## config.mk

```make
export PLATFORM = sky130hd
export DESIGN_NAME = ethernet_frame_receive_classifier
export DESIGN_NICKNAME = d
export VERILOG_FILES = /design/src/rtl/core/efrc_pkg.sv /design/src/rtl/core/efrc_front.sv /design/src/rtl/core/efrc_back.sv /design/src/rtl/core/efrc_resq.sv /design/src/rtl/core/ethernet_frame_receive_classifier.sv
export SDC_FILE = /design/constraint.sdc
export NUM_CORES = 2
export LEC_CHECK = 0
export BUFFER_PORTS_ARGS = -buffer_cell sky130_fd_sc_hd__buf_2
export CAP_MARGIN = 20
export CORE_MARGIN = 1.5
export CORE_UTILIZATION = 50
export CTS_CLUSTER_DIAMETER = 30
export DETAILED_ROUTE_END_ITERATION = 16
export PLACE_DENSITY_LB_ADDON = 0.2
export RECOVER_POWER = 25
export SYNTH_ARGS = -nofsm -noshare
export SYNTH_HDL_FRONTEND = slang
export SYNTH_SLANG_ARGS = --single-unit
export TNS_END_PERCENT = 10
```

## constraint.sdc

```tcl
create_clock -name clk -period 13.1 [get_ports clk]
set_input_delay 1.965 -clock clk [delete_from_list [all_inputs] [get_ports clk]]
set_output_delay 1.965 -clock clk [all_outputs]
set_load 0.02 [all_outputs]
```

## src/rtl/core/efrc_pkg.sv

```systemverilog
// Shared types, constants and verdict codes for the Ethernet receive classifier.
`timescale 1ns / 1ps
package efrc_pkg;

  localparam int unsigned MAX_FRAME_BYTES_DEF = 2048;
  localparam int unsigned HDR_KEEP = 42;
  localparam logic [31:0] OWN_IP_RST = 32'h0A00_0002;
  localparam logic [31:0] GW_IP_RST  = 32'h0A14_0001;

  typedef enum logic [0:0] {
    REG_OWN_IP = 1'b0,
    REG_GW_IP  = 1'b1
  } cfg_reg_t;

  typedef enum logic [4:0] {
    V_SHORT        = 5'd0,
    V_ARP_REQ_OURS = 5'd1,
    V_ARP_REQ_OTH  = 5'd2,
    V_ARP_GW_REPLY = 5'd3,
    V_ARP_REP_OTH  = 5'd4,
    V_ARP_BAD      = 5'd5,
    V_ARP_OPCODE   = 5'd6,
    V_IP_BAD_HDR   = 5'd7,
    V_IP_FRAG      = 5'd8,
    V_IP_CSUM      = 5'd9,
    V_IP_NOT_OURS  = 5'd10,
    V_ECHO_REQ     = 5'd11,
    V_ICMP_OTHER   = 5'd12,
    V_ICMP_BAD     = 5'd13,
    V_TCP          = 5'd14,
    V_UDP          = 5'd15,
    V_IP_PROTO_UNK = 5'd16,
    V_IPV6         = 5'd17,
    V_OTHER        = 5'd18
  } verdict_t;

  // Snapshot of a finished frame handed from front to back.
  typedef struct packed {
    logic [41:0][7:0] hdr;
    logic [15:0]      len;
    logic [15:0]      ip_sum;
    logic [15:0]      icmp_sum;
  } frame_snap_t;

  // Verdict and fields of one result item.
  typedef struct packed {
    verdict_t    verdict;
    logic [47:0] sender_mac;
    logic [31:0] sender_ip;
    logic [15:0] ip_payload_length;
    logic [15:0] ip_identification;
    logic        gw_mac_known;
    logic [47:0] gw_mac;
  } result_t;

  function automatic logic [15:0] oc_add(input logic [15:0] s, input logic [15:0] w);
    logic [16:0] t;
    t = {1'b0, s} + {1'b0, w};
    return t[15:0] + {15'd0, t[16]};
  endfunction

endpackage

```

## src/rtl/core/efrc_front.sv

```systemverilog
// Byte-stream front end: header capture, running checksums, frame snapshot.
`timescale 1ns / 1ps
module efrc_front import efrc_pkg::*; #(
  parameter int unsigned MAX_FRAME_BYTES = MAX_FRAME_BYTES_DEF,
  localparam int unsigned CW = $clog2(MAX_FRAME_BYTES)
) (
  input  logic        clk,
  input  logic        rst_n,
  input  logic        byte_vld,
  input  logic [7:0]  byte_dat,
  input  logic        byte_last,
  output logic        snap_vld,
  output frame_snap_t snap
);

  logic [CW-1:0]    cnt_r;
  logic [41:0][7:0] hdr_r;
  logic [15:0]      ip_sum_r, icmp_sum_r;
  logic [7:0]       hold_r;
  logic             snap_vld_r;
  frame_snap_t      snap_r;

  logic [41:0][7:0] hdr_nxt;
  logic [15:0]      ip_sum_nxt, icmp_sum_nxt;
  logic [7:0]       hold_nxt, v;
  logic [CW:0]      pos, end_pos;

  always_comb begin
    pos = {1'b0, cnt_r};
    hdr_nxt = hdr_r;
    if (pos < (CW+1)'(HDR_KEEP)) hdr_nxt[pos[5:0]] = byte_dat;
    ip_sum_nxt = ip_sum_r;
    icmp_sum_nxt = icmp_sum_r;
    hold_nxt = hold_r;
    end_pos = (CW+1)'({hdr_nxt[16], hdr_nxt[17]}) + (CW+1)'(14);
    if ({hdr_nxt[16], hdr_nxt[17]} > 16'(MAX_FRAME_BYTES)) end_pos = '1;
    v = byte_dat;
    if (pos >= 14 && pos <= 33) begin
      if (pos == 24 || pos == 25) v = '0;
      if (!pos[0]) hold_nxt = v;
      else ip_sum_nxt = oc_add(ip_sum_r, {hold_r, v});
    end else if (pos >= 34 && pos < end_pos) begin
      if (pos == 36 || pos == 37) v = '0;
      if (!pos[0]) begin
        if (pos + 1'b1 == end_pos) icmp_sum_nxt = oc_add(icmp_sum_r, {v, 8'd0});
        else hold_nxt = v;
      end else icmp_sum_nxt = oc_add(icmp_sum_r, {hold_r, v});
    end
  end

  always_ff @(posedge clk) begin
    if (!rst_n) begin
      cnt_r <= '0;
      ip_sum_r <= '0;
      icmp_sum_r <= '0;
      hold_r <= '0;
      snap_vld_r <= 1'b0;
    end else begin
      snap_vld_r <= byte_vld && byte_last;
      if (byte_vld) begin
        if (byte_last) begin
          cnt_r <= '0;
          ip_sum_r <= '0;
          icmp_sum_r <= '0;
          hold_r <= '0;
        end else begin
          if (cnt_r != CW'(MAX_FRAME_BYTES - 1)) cnt_r <= cnt_r + 1'b1;
          ip_sum_r <= ip_sum_nxt;
          icmp_sum_r <= icmp_sum_nxt;
          hold_r <= hold_nxt;
        end
      end
    end
  end

  always_ff @(posedge clk) begin
    if (byte_vld) hdr_r <= hdr_nxt;
    if (byte_vld && byte_last) begin
      snap_r.hdr <= hdr_nxt;
      snap_r.len <= 16'(pos) + 16'd1;
      snap_r.ip_sum <= ip_sum_nxt;
      snap_r.icmp_sum <= icmp_sum_nxt;
    end
  end

  assign snap_vld = snap_vld_r;
  assign snap = snap_r;

endmodule

```

## src/rtl/core/efrc_back.sv

```systemverilog
// Back end: verdict decision on a frame snapshot and gateway MAC learning.
`timescale 1ns / 1ps
module efrc_back import efrc_pkg::*; (
  input  logic        clk,
  input  logic        rst_n,
  input  logic        snap_vld,
  input  frame_snap_t snap,
  input  logic [31:0] own_ip,
  input  logic [31:0] gw_ip,
  output logic        res_vld,
  output result_t     res
);

  logic [47:0] gw_mac_r;
  logic        gw_vld_r;
  logic        res_vld_r;
  result_t     res_r;

  logic [41:0][7:0] h;
  logic [15:0] et, total, flg;
  logic        learn;
  result_t     r;

  always_comb begin
    h = snap.hdr;
    et = {h[12], h[13]};
    total = {h[16], h[17]};
    flg = {h[20], h[21]};
    learn = 1'b0;
    r = '0;
    r.verdict = V_OTHER;
    if (snap.len < 16'd14) r.verdict = V_SHORT;
    else begin
      r.sender_mac = {h[6], h[7], h[8], h[9], h[10], h[11]};
      if (et == 16'h0806) begin
        if (snap.len < 16'd42) r.verdict = V_SHORT;
        else begin
          r.sender_ip = {h[28], h[29], h[30], h[31]};
          if ({h[14], h[15]} != 16'h0001 || {h[16], h[17]} != 16'h0800 ||
              h[18] != 8'd6 || h[19] != 8'd4) r.verdict = V_ARP_BAD;
          else if ({h[20], h[21]} == 16'd1)
            r.verdict = ({h[38], h[39], h[40], h[41]} == own_ip) ?
                        V_ARP_REQ_OURS : V_ARP_REQ_OTH;
          else if ({h[20], h[21]} == 16'd2) begin
            if (r.sender_ip == gw_ip) begin
              r.verdict = V_ARP_GW_REPLY;
              learn = 1'b1;
            end else r.verdict = V_ARP_REP_OTH;
          end else r.verdict = V_ARP_OPCODE;
        end
      end else if (et == 16'h0800) begin
        if (snap.len < 16'd34) r.verdict = V_SHORT;
        else begin
          r.sender_ip = {h[26], h[27], h[28], h[29]};
          r.ip_identification = {h[18], h[19]};
          if (total >= 16'd20) r.ip_payload_length = total - 16'd20;
          if (h[14] != 8'h45 || total < 16'd20 ||
              {1'b0, snap.len} < {1'b0, total} + 17'd18) r.verdict = V_IP_BAD_HDR;
          else if (flg[13] || flg[15]) r.verdict = V_IP_FRAG;
          else if (~snap.ip_sum != {h[24], h[25]}) r.verdict = V_IP_CSUM;
          else if ({h[30], h[31], h[32], h[33]} != own_ip) r.verdict = V_IP_NOT_OURS;
          else begin
            case (h[23])
              8'd1: begin
                if (total < 16'd24 || ~snap.icmp_sum != {h[36], h[37]})
                  r.verdict = V_ICMP_BAD;
                else r.verdict = (h[34] == 8'd8) ? V_ECHO_REQ : V_ICMP_OTHER;
              end
              8'd6:    r.verdict = V_TCP;
              8'd17:   r.verdict = V_UDP;
              default: r.verdict = V_IP_PROTO_UNK;
            endcase
          end
        end
      end else if (et == 16'h86DD) r.verdict = V_IPV6;
    end
    r.gw_mac_known = gw_vld_r || learn;
    r.gw_mac = learn ? {h[22], h[23], h[24], h[25], h[26], h[27]} : gw_mac_r;
  end

  always_ff @(posedge clk) begin
    if (!rst_n) begin
      gw_mac_r <= '0;
      gw_vld_r <= 1'b0;
      res_vld_r <= 1'b0;
    end else begin
      res_vld_r <= snap_vld;
      if (snap_vld && learn) begin
        gw_mac_r <= r.gw_mac;
        gw_vld_r <= 1'b1;
      end
    end
  end

  always_ff @(posedge clk) begin
    if (snap_vld) res_r <= r;
  end

  assign res_vld = res_vld_r;
  assign res = res_r;

  property p_learn_sets_valid;
    @(posedge clk) disable iff (!rst_n) (snap_vld && learn) |=> gw_vld_r;
  endproperty
  a_learn: assert property (p_learn_sets_valid) else $error("gateway learn lost");

  property p_valid_sticky;
    @(posedge clk) disable iff (!rst_n) gw_vld_r |=> gw_vld_r;
  endproperty
  a_sticky: assert property (p_valid_sticky) else $error("gateway valid dropped");

  property p_res_follows;
    @(posedge clk) disable iff (!rst_n) snap_vld |=> res_vld;
  endproperty
  a_res: assert property (p_res_follows) else $error("result lost");

endmodule

```

## src/rtl/core/efrc_resq.sv

```systemverilog
// Small result queue between the verdict stage and the output port.
`timescale 1ns / 1ps
module efrc_resq import efrc_pkg::*; (
  input  logic    clk,
  input  logic    rst_n,
  input  logic    wr,
  input  result_t wdat,
  input  logic    rd,
  output logic    empty,
  output logic    afull,
  output result_t rdat
);

  localparam int unsigned DEPTH = 4;
  result_t    mem_r [DEPTH];
  logic [1:0] wp_r, rp_r;
  logic [2:0] cnt_r;
  logic       do_rd;

  assign empty = (cnt_r == 3'd0);
  assign do_rd = rd && !empty;
  // two results may still be in flight behind the push port
  assign afull = (cnt_r >= 3'd2);
  assign rdat = mem_r[rp_r];

  always_ff @(posedge clk) begin
    if (!rst_n) begin
      wp_r <= '0;
      rp_r <= '0;
      cnt_r <= '0;
    end else begin
      if (wr) wp_r <= wp_r + 1'b1;
      if (do_rd) rp_r <= rp_r + 1'b1;
      cnt_r <= cnt_r + {2'd0, wr} - {2'd0, do_rd};
    end
  end

  always_ff @(posedge clk) begin
    if (wr) mem_r[wp_r] <= wdat;
  end

  property p_no_overflow;
    @(posedge clk) disable iff (!rst_n) wr |-> (cnt_r < 3'd4 || do_rd);
  endproperty
  a_ovf: assert property (p_no_overflow) else $error("result queue overflow");

endmodule

```

## src/rtl/core/ethernet_frame_receive_classifier.sv

```systemverilog
// Top level of the Ethernet receive classifier for ARP, IPv4 and ICMP.
`timescale 1ns / 1ps
// A frame's result passes the front snapshot and back result registers into the queue.
// One byte per cycle while full is low; front captures and sums, back decides per frame.
// full rises when the 4-entry result queue holds two or more results (room for
// those still in the front/back stages); while full is high no byte is accepted.
// Reset (rst_n low, synchronous): counters, sums, queue and learned gateway clear;
// own_ip returns to 10.0.0.2, gateway_ip to 10.20.0.1.
module ethernet_frame_receive_classifier import efrc_pkg::*; #(
  parameter int unsigned MAX_FRAME_BYTES = MAX_FRAME_BYTES_DEF
) (
  input  logic        clk,
  input  logic        rst_n,
  input  logic        in_push,
  output logic        in_full,
  input  logic [7:0]  in_frame_byte,
  input  logic        in_last_byte,
  output logic        out_empty,
  input  logic        out_pop,
  output logic [4:0]  out_verdict,
  output logic [47:0] out_sender_mac,
  output logic [31:0] out_sender_ip,
  output logic [15:0] out_ip_payload_length,
  output logic [15:0] out_ip_identification,
  output logic        out_gw_mac_known,
  output logic [47:0] out_gw_mac,
  input  logic        cfg_we,
  input  logic [0:0]  cfg_idx,
  input  logic [31:0] cfg_wdata
);

  logic [31:0] own_ip_r, gw_ip_r;
  logic        acc, snap_vld, res_vld, afull;
  frame_snap_t snap;
  result_t     res, q_out;

  always_ff @(posedge clk) begin
    if (!rst_n) begin
      own_ip_r <= OWN_IP_RST;
      gw_ip_r <= GW_IP_RST;
    end else if (cfg_we) begin
      unique case (cfg_reg_t'(cfg_idx))
        REG_OWN_IP: own_ip_r <= cfg_wdata;
        REG_GW_IP:  gw_ip_r <= cfg_wdata;
        default: ;
      endcase
    end
  end

  assign in_full = afull;
  assign acc = in_push && !afull;

  efrc_front #(.MAX_FRAME_BYTES(MAX_FRAME_BYTES)) u_front (
    .clk, .rst_n, .byte_vld(acc), .byte_dat(in_frame_byte), .byte_last(in_last_byte),
    .snap_vld, .snap
  );

  efrc_back u_back (
    .clk, .rst_n, .snap_vld, .snap, .own_ip(own_ip_r), .gw_ip(gw_ip_r),
    .res_vld, .res
  );

  efrc_resq u_q (
    .clk, .rst_n, .wr(res_vld), .wdat(res), .rd(out_pop),
    .empty(out_empty), .afull, .rdat(q_out)
  );

  assign out_verdict = q_out.verdict;
  assign out_sender_mac = q_out.sender_mac;
  assign out_sender_ip = q_out.sender_ip;
  assign out_ip_payload_length = q_out.ip_payload_length;
  assign out_ip_identification = q_out.ip_identification;
  assign out_gw_mac_known = q_out.gw_mac_known;
  assign out_gw_mac = q_out.gw_mac;

endmodule

```

Yosys cells after proc, flatten, opt, wreduce, memory -nomap -nowiden

Memories as Yosys holds them, arrays and structs flattened. A register that Yosys moved wholly into a read port is not among the register bits.
Cells that the tools add are included.
Widths: inputs -> output; s select.

Muxes and demuxes: 60
Reductions and logical operators: 29
$add $sub $neg: 16
Magnitude comparators: 16
Equality and inequality tests: 27
Bitwise operators: 5

Operators by type and width:

| kind                  | number |
|---|---|
| $bwmux 336            | 1 |
| $mux 336              | 1 |
| $mux 16               | 9 |
| $mux 64               | 2 |
| $mux 8                | 12 |
| $eq 32x32->1          | 2 |
| $mux 32               | 2 |
| $mux 5                | 11 |
| $add 16x16->17        | 3 |
| $add 16x1->16         | 3 |
| $demux 8 s6           | 1 |
| $mux 48               | 1 |
| $eq 16x12->1 const B  | 2 |
| $lt 16x5->1 const B   | 2 |
| $lt 16x6->1 const B   | 2 |
| $ne 16x16->1          | 2 |
| $ne 32x32->1          | 1 |
| $not 16->16           | 2 |
| $add 11x1->12 const B | 2 |
| $eq 11x5->1 const B   | 2 |
| $eq 11x6->1 const B   | 2 |
| $mux 11               | 2 |
| $add 16x5->17 const B | 1 |
| $lt 16x17->1          | 1 |
| 48 further kinds      | 84 |

Memories: 1
Register bits: 1003
Word-level logic and storage cells: 254
Output and inout port bits: 168
Input bits: 47
Bits in writable memories: 664

Memory list:

| name      | words | width | read ports | clocked after memory_dff | wr ports | RTL line        | RTL |
|---|---|---|---|---|---|---|---|
| u_q.mem_r | 4     | 166   | 1          | 1                        | 1        | efrc_resq.sv:15 | `result_t mem_r [DEPTH];` |

Longest topological paths before layout

Depth in word-level cells: 19
Mapped depth: 30
Gate-level depth less buffers: 26

By module

Synthesis repeated with hierarchy kept, for this count alone.

Cells, all modules: 4339
Area total of the unflattened synthesis: 71210.8 µm²

By module, submodules not included:

| module                            | area an instance (µm²) | cells an instance | instances | seq. area each (µm²) |
|---|---|---|---|---|
| efrc_front                        | 33129.3                | 2268              | 1         | 22541.6 |
| efrc_resq                         | 24452.2                | 914               | 1         | 20119.3 |
| efrc_back                         | 11125.7                | 903               | 1         | 5985.7 |
| ethernet_frame_receive_classifier | 2503.7                 | 254               | 1         | 1281.2 |

Worst setup path before layout

OpenSTA, ideal clock, no wires.

Path type: input -> register
Start: in in_last_byte
End: reg u_front.snap_r, in the netlist u_front.snap[0] (enable)
Cell stages on the path: 2
Arrival: 9.776 ns
Path slack: 2.593 ns
Data required time: 12.369 ns
Library setup time: 0.731 ns
Buffers on the path: 1
Cells stage by stage: clkbuf_1 and3_1

Longest elaborated chain between the ends: 1

RTL lines:

| element            | RTL line                                | RTL |
|---|---|---|
| start: declaration | ethernet_frame_receive_classifier.sv:17 | `input logic in_last_byte,` |
| $logic_and 1x1->1  | efrc_front.sv:78                        | `if (byte_vld && byte_last) begin` |
| end: declaration   | efrc_front.sv:21                        | `frame_snap_t snap_r;` |

No other way between the ends.
A chain may end at the register's enable or synchronous reset.

Worst setup path after layout

Start: reg u_front.cnt_r[0]
End: reg u_front.snap_r, in the netlist u_front.snap[15] (data pin)

Longest elaborated chain between the ends: 13
Elaborated cells between the ends (all ways): 33
Those cells by class: add/sub (6); order compare (8); eq/ne (3); mux (12); reduce/logical (4)

RTL lines:

| element                                                               | RTL line         | RTL |
|---|---|---|
| start: declaration                                                    | efrc_front.sv:16 | `logic [CW-1:0] cnt_r;` |
| start signal: assignment                                              | efrc_front.sv:67 | `if (cnt_r != CW'(MAX_FRAME_BYTES - 1)) cnt_r <= cnt_r + 1'b1;` |
| parallel branches: the longest is 12 deep, another holds $gt 16x12->1 | -                |  |
| $mux 16 (*)                                                           | efrc_front.sv:38 | `if (pos >= 14 && pos <= 33) begin` |
| net u_front.icmp_sum_nxt[15]                                          | efrc_front.sv:24 | `logic [15:0] ip_sum_nxt, icmp_sum_nxt;` |

Mark *: on every way through the listed nets, which the timed path passes. The select of a mux whose other input is x is not followed.

==> impl_metrics.py <==
metrics = {
    "clocking": {
        "htree_levels": 5,
        "clkLatencyLatePin_ns": 0.92,
        "cts_setup_buffers": 0,
        "cts_resized": 0,
        "cts_tree": "done",
        "numClockSinks": 1609,
        "hold_buffers": 0,
        "cts_made_buffers": 323,
        "clockRootBuffer": "clkbuf_16",
        "clk_path_buf_depth": 4,
        "clk_pin_slew_ns": 0.04,
    },
    "yosys": {
        "ys_top_cells_by_count": "edfxtp_1, nand2_1, mux2_2, dfxtp_1, a21oi_1",
        "yosys.area.top_type": "edfxtp_1",
        "ys_seq_area_frac": 0.705,
        "syn_area_mm2": 0.0661,
        "yosys_warnings": 0,
        "synthCells": 4138,
        "syn_avg_cell_area_um2": 16.0,
        "ys_top_cells_by_area": "edfxtp_1, mux4_2, dfxtp_1",
        "ys_ff_latch": 1609,
        "syn_nets": 4260,
        "synth_flop_cell": "edfxtp_1",
        "async_reset_ff_frac": 0,
        "synth_most_common_cell": "edfxtp_1",
        "synthDistinctLibCells": 96,
        "synth_enable_flop_cells": 1434,
        "synth_top_area_share": 0.652,
    },
    "setup_path": {
        "cp_max_fo": 35,
        "critPathKind": "reg2reg",
        "cp.required_ns": 13.73,
        "crit_path_end_kind": "flip-flop",
        "cp-start-kind": "flip-flop",
        "worstPathArrival_ns": 8.08,
    },
    "route": {
        "ant_nets": 0,
        "wl_um": 161000,
        "wire_per_inst_um": 24.5,
        "via_per_inst": 5.75,
        "drt_first_iter_violations": 3040,
        "drc_errors": 0,
        "vias": 37600,
        "drtPass1Iterations": 6,
    },
    "min_path": {
        "min_path_type": "reg2reg",
    },
    "flow_run": {
        "maxCapViolCount": 6,
    },
    "timing": {
        "period_needed_ns": 7.45,
        "fmax_mhz": 134,
        "worst_slew_pin_slew_ns": 3.37,
        "skew_ns": 0.0834,
        "final.period_utilization": 0.569,
        "slew_headroom": -1.24,
        "finalHoldViolCount": 0,
        "slew_violations": 225,
        "rsz0062_at_grt": "false",
        "final-setup-viol-count": 0,
        "setup_tns_ns": 0,
    },
    "layout": {
        "nets": 4658,
        "final_core_util": 0.608,
        "drive_gt1_frac": 0.271,
        "area_delta_synth_final_pct": 20.8,
    },
    "global_route": {
        "antenna_found_initial": 25,
        "globalRouteOverflowTotal": 0,
        "grt_max_degree": 160,
        "grt_pass1_vias": 37900,
        "grt_usage": 0.238,
        "grt_pass1_wl_um": 240000,
    },
    "place": {
        "dp_hpwl_um": 98400,
        "globalplace.congestion": 0.891,
        "portBuffers": 214,
    },
    "floorplanning": {
        "core_mm2": 0.131,
        "rows": 133,
        "dieArea_mm2": 0.134,
        "fp.dieW_um": 366,
        "ios": 215,
        "chipHeight_um": 366,
        "start_util": 0.503,
    },
    "pwr": {
        "ir_drop_mv": 0.139,
        "power.density_mw_per_mm2": 207,
        "p_leak_nw": 27.5,
    },
    "outcome": {
        "violations": "capacitance limit, slew limit",
        "status": "finished with violations",
    },
}
## metrics by stage
stage                     power, mW  cells  cell area, um2  setup slack [ns]  hold WS, ns
after floorplan                8.06   4138           66100              2.59        0.429
after global placement         8.59   5965           69100              5.66        0.436
after detailed placement       8.63   5965           69100              5.56        0.441
after CTS                      16.6   6535           79800              6.16        0.446
after global routing           17.1   6539           79800              4.97        0.462
final                          16.5   6543           79800              5.65        0.447
## flip-flops by register name, summed over array words and instances, names as in the netlist, 8 cells and up, named ones only
name,cells
u_front.snap,324
u_front.icmp_sum_r,16
u_back.gw_mac_r,48
u_back.res,166
u_front.hdr_r,280
own_ip_r,32
u_q.mem_r,664
u_front.ip_sum_r,16
gw_ip_r,32
u_front.cnt_r,11
u_front.hold_r,8
## cell families after synthesis
group / count (synthesis) / synth area share
AOI/OAI and AO/OA: 492 / 0.0477
xor gates and xnor gates: 246 / 0.0329
adders and majority gates: 79 / 0.0150
buffers and inverters: 253 / 0.0150
DFF: 1609 / 0.705
muxes: 493 / 0.112
and+or+nand+nor: 966 / 0.0725
## layer usage
metal | track usage | up-vias | wire length, um
met5 | 0 | - | 51
met4 | 0.0839 | 8 | 4250
met3 | 0.0471 | 267 | 10400
met2 | 0.368 | 1358 | 75500
met1 | 0.338 | 19100 | 70500
li1 | - | 16900 | -
## layout by cell type (no fill, tap or decap), types with 41 or more instances in the layout
master	synthesis	layout
edfxtp_1	1434	1434
nand2_1	400	400
clkbuf_16	0	329
mux2_2	297	297
buf_2	13	214
a21oi_1	174	174
dfxtp_1	175	173
mux4_2	166	166
xor2_1	134	134
nor2_1	131	130
xnor2_1	110	110
o21ai_0	94	94
and2_1	88	84
ha_1	73	73
buf_4	1	62
nand3_1	60	59
nor4_1	52	50
clkinv_2	0	50
inv_1	43	41
## power breakdown
| part | switching [mW] | leakage, nW | total, mW | internal, mW |
|---|---|---|---|---|
| Sequential | 0.281 | 14.6 | 6.60 | 6.32 |
| Combinational | 1.17 | 7.83 | 1.92 | 0.747 |
| Clock | 2.61 | 5.14 | 7.98 | 5.38 |
## final cells by class
type	count	area, um2
well taps	1755	2200
inverters	45	179
clock buffers	375	8500
clock inverters	195	2190
multi-input cells	2276	18600
repair buffers	281	1610
fillers	9620	51500
diodes	7	17.5
flip-flops and latches	1609	46600
## worst max-delay path, stage by stage (launching register included)
cell and delay [ns]:
dfxtp_1 0.30, clkbuf_1 1.24, clkinv_1 0.21, buf_4 0.31
ha_1 0.26, o21a_1 0.24, nand4_1 0.09, buf_4 0.29
and2_1 0.29, ha_1 0.28, ha_1 0.22, and3_1 0.23
and3_1 0.22, mux2i_1 0.10, o31ai_2 0.39, nand3_1 0.13
a21oi_1 0.23, a21oi_1 0.10, o21bai_1 0.14, ha_1 0.19
nand3_1 0.12, nor3b_1 0.39, nor4b_2 0.47, nor3b_1 0.28
xnor2_1 0.16, a2bb2oi_1 0.24, nand2_1 0.08
## final timing paths
kind,start,slack (ns),cells past startpoint,end
setup / recovery,u_front.cnt_r[0]$_SDFFE_PN0P_,5.65,26,u_front.snap[15]$_DFFE_PP_
hold / removal,u_back.gw_mac_r[44]$_SDFFE_PN0P_,0.45,2,u_back.gw_mac_r[44]$_SDFFE_PN0P_
setup reg to reg,u_front.cnt_r[0]$_SDFFE_PN0P_,5.65,26,u_front.snap[15]$_DFFE_PP_
hold reg to reg,u_back.gw_mac_r[44]$_SDFFE_PN0P_,0.45,2,u_back.gw_mac_r[44]$_SDFFE_PN0P_
Power figures use the tool's default switching activity.
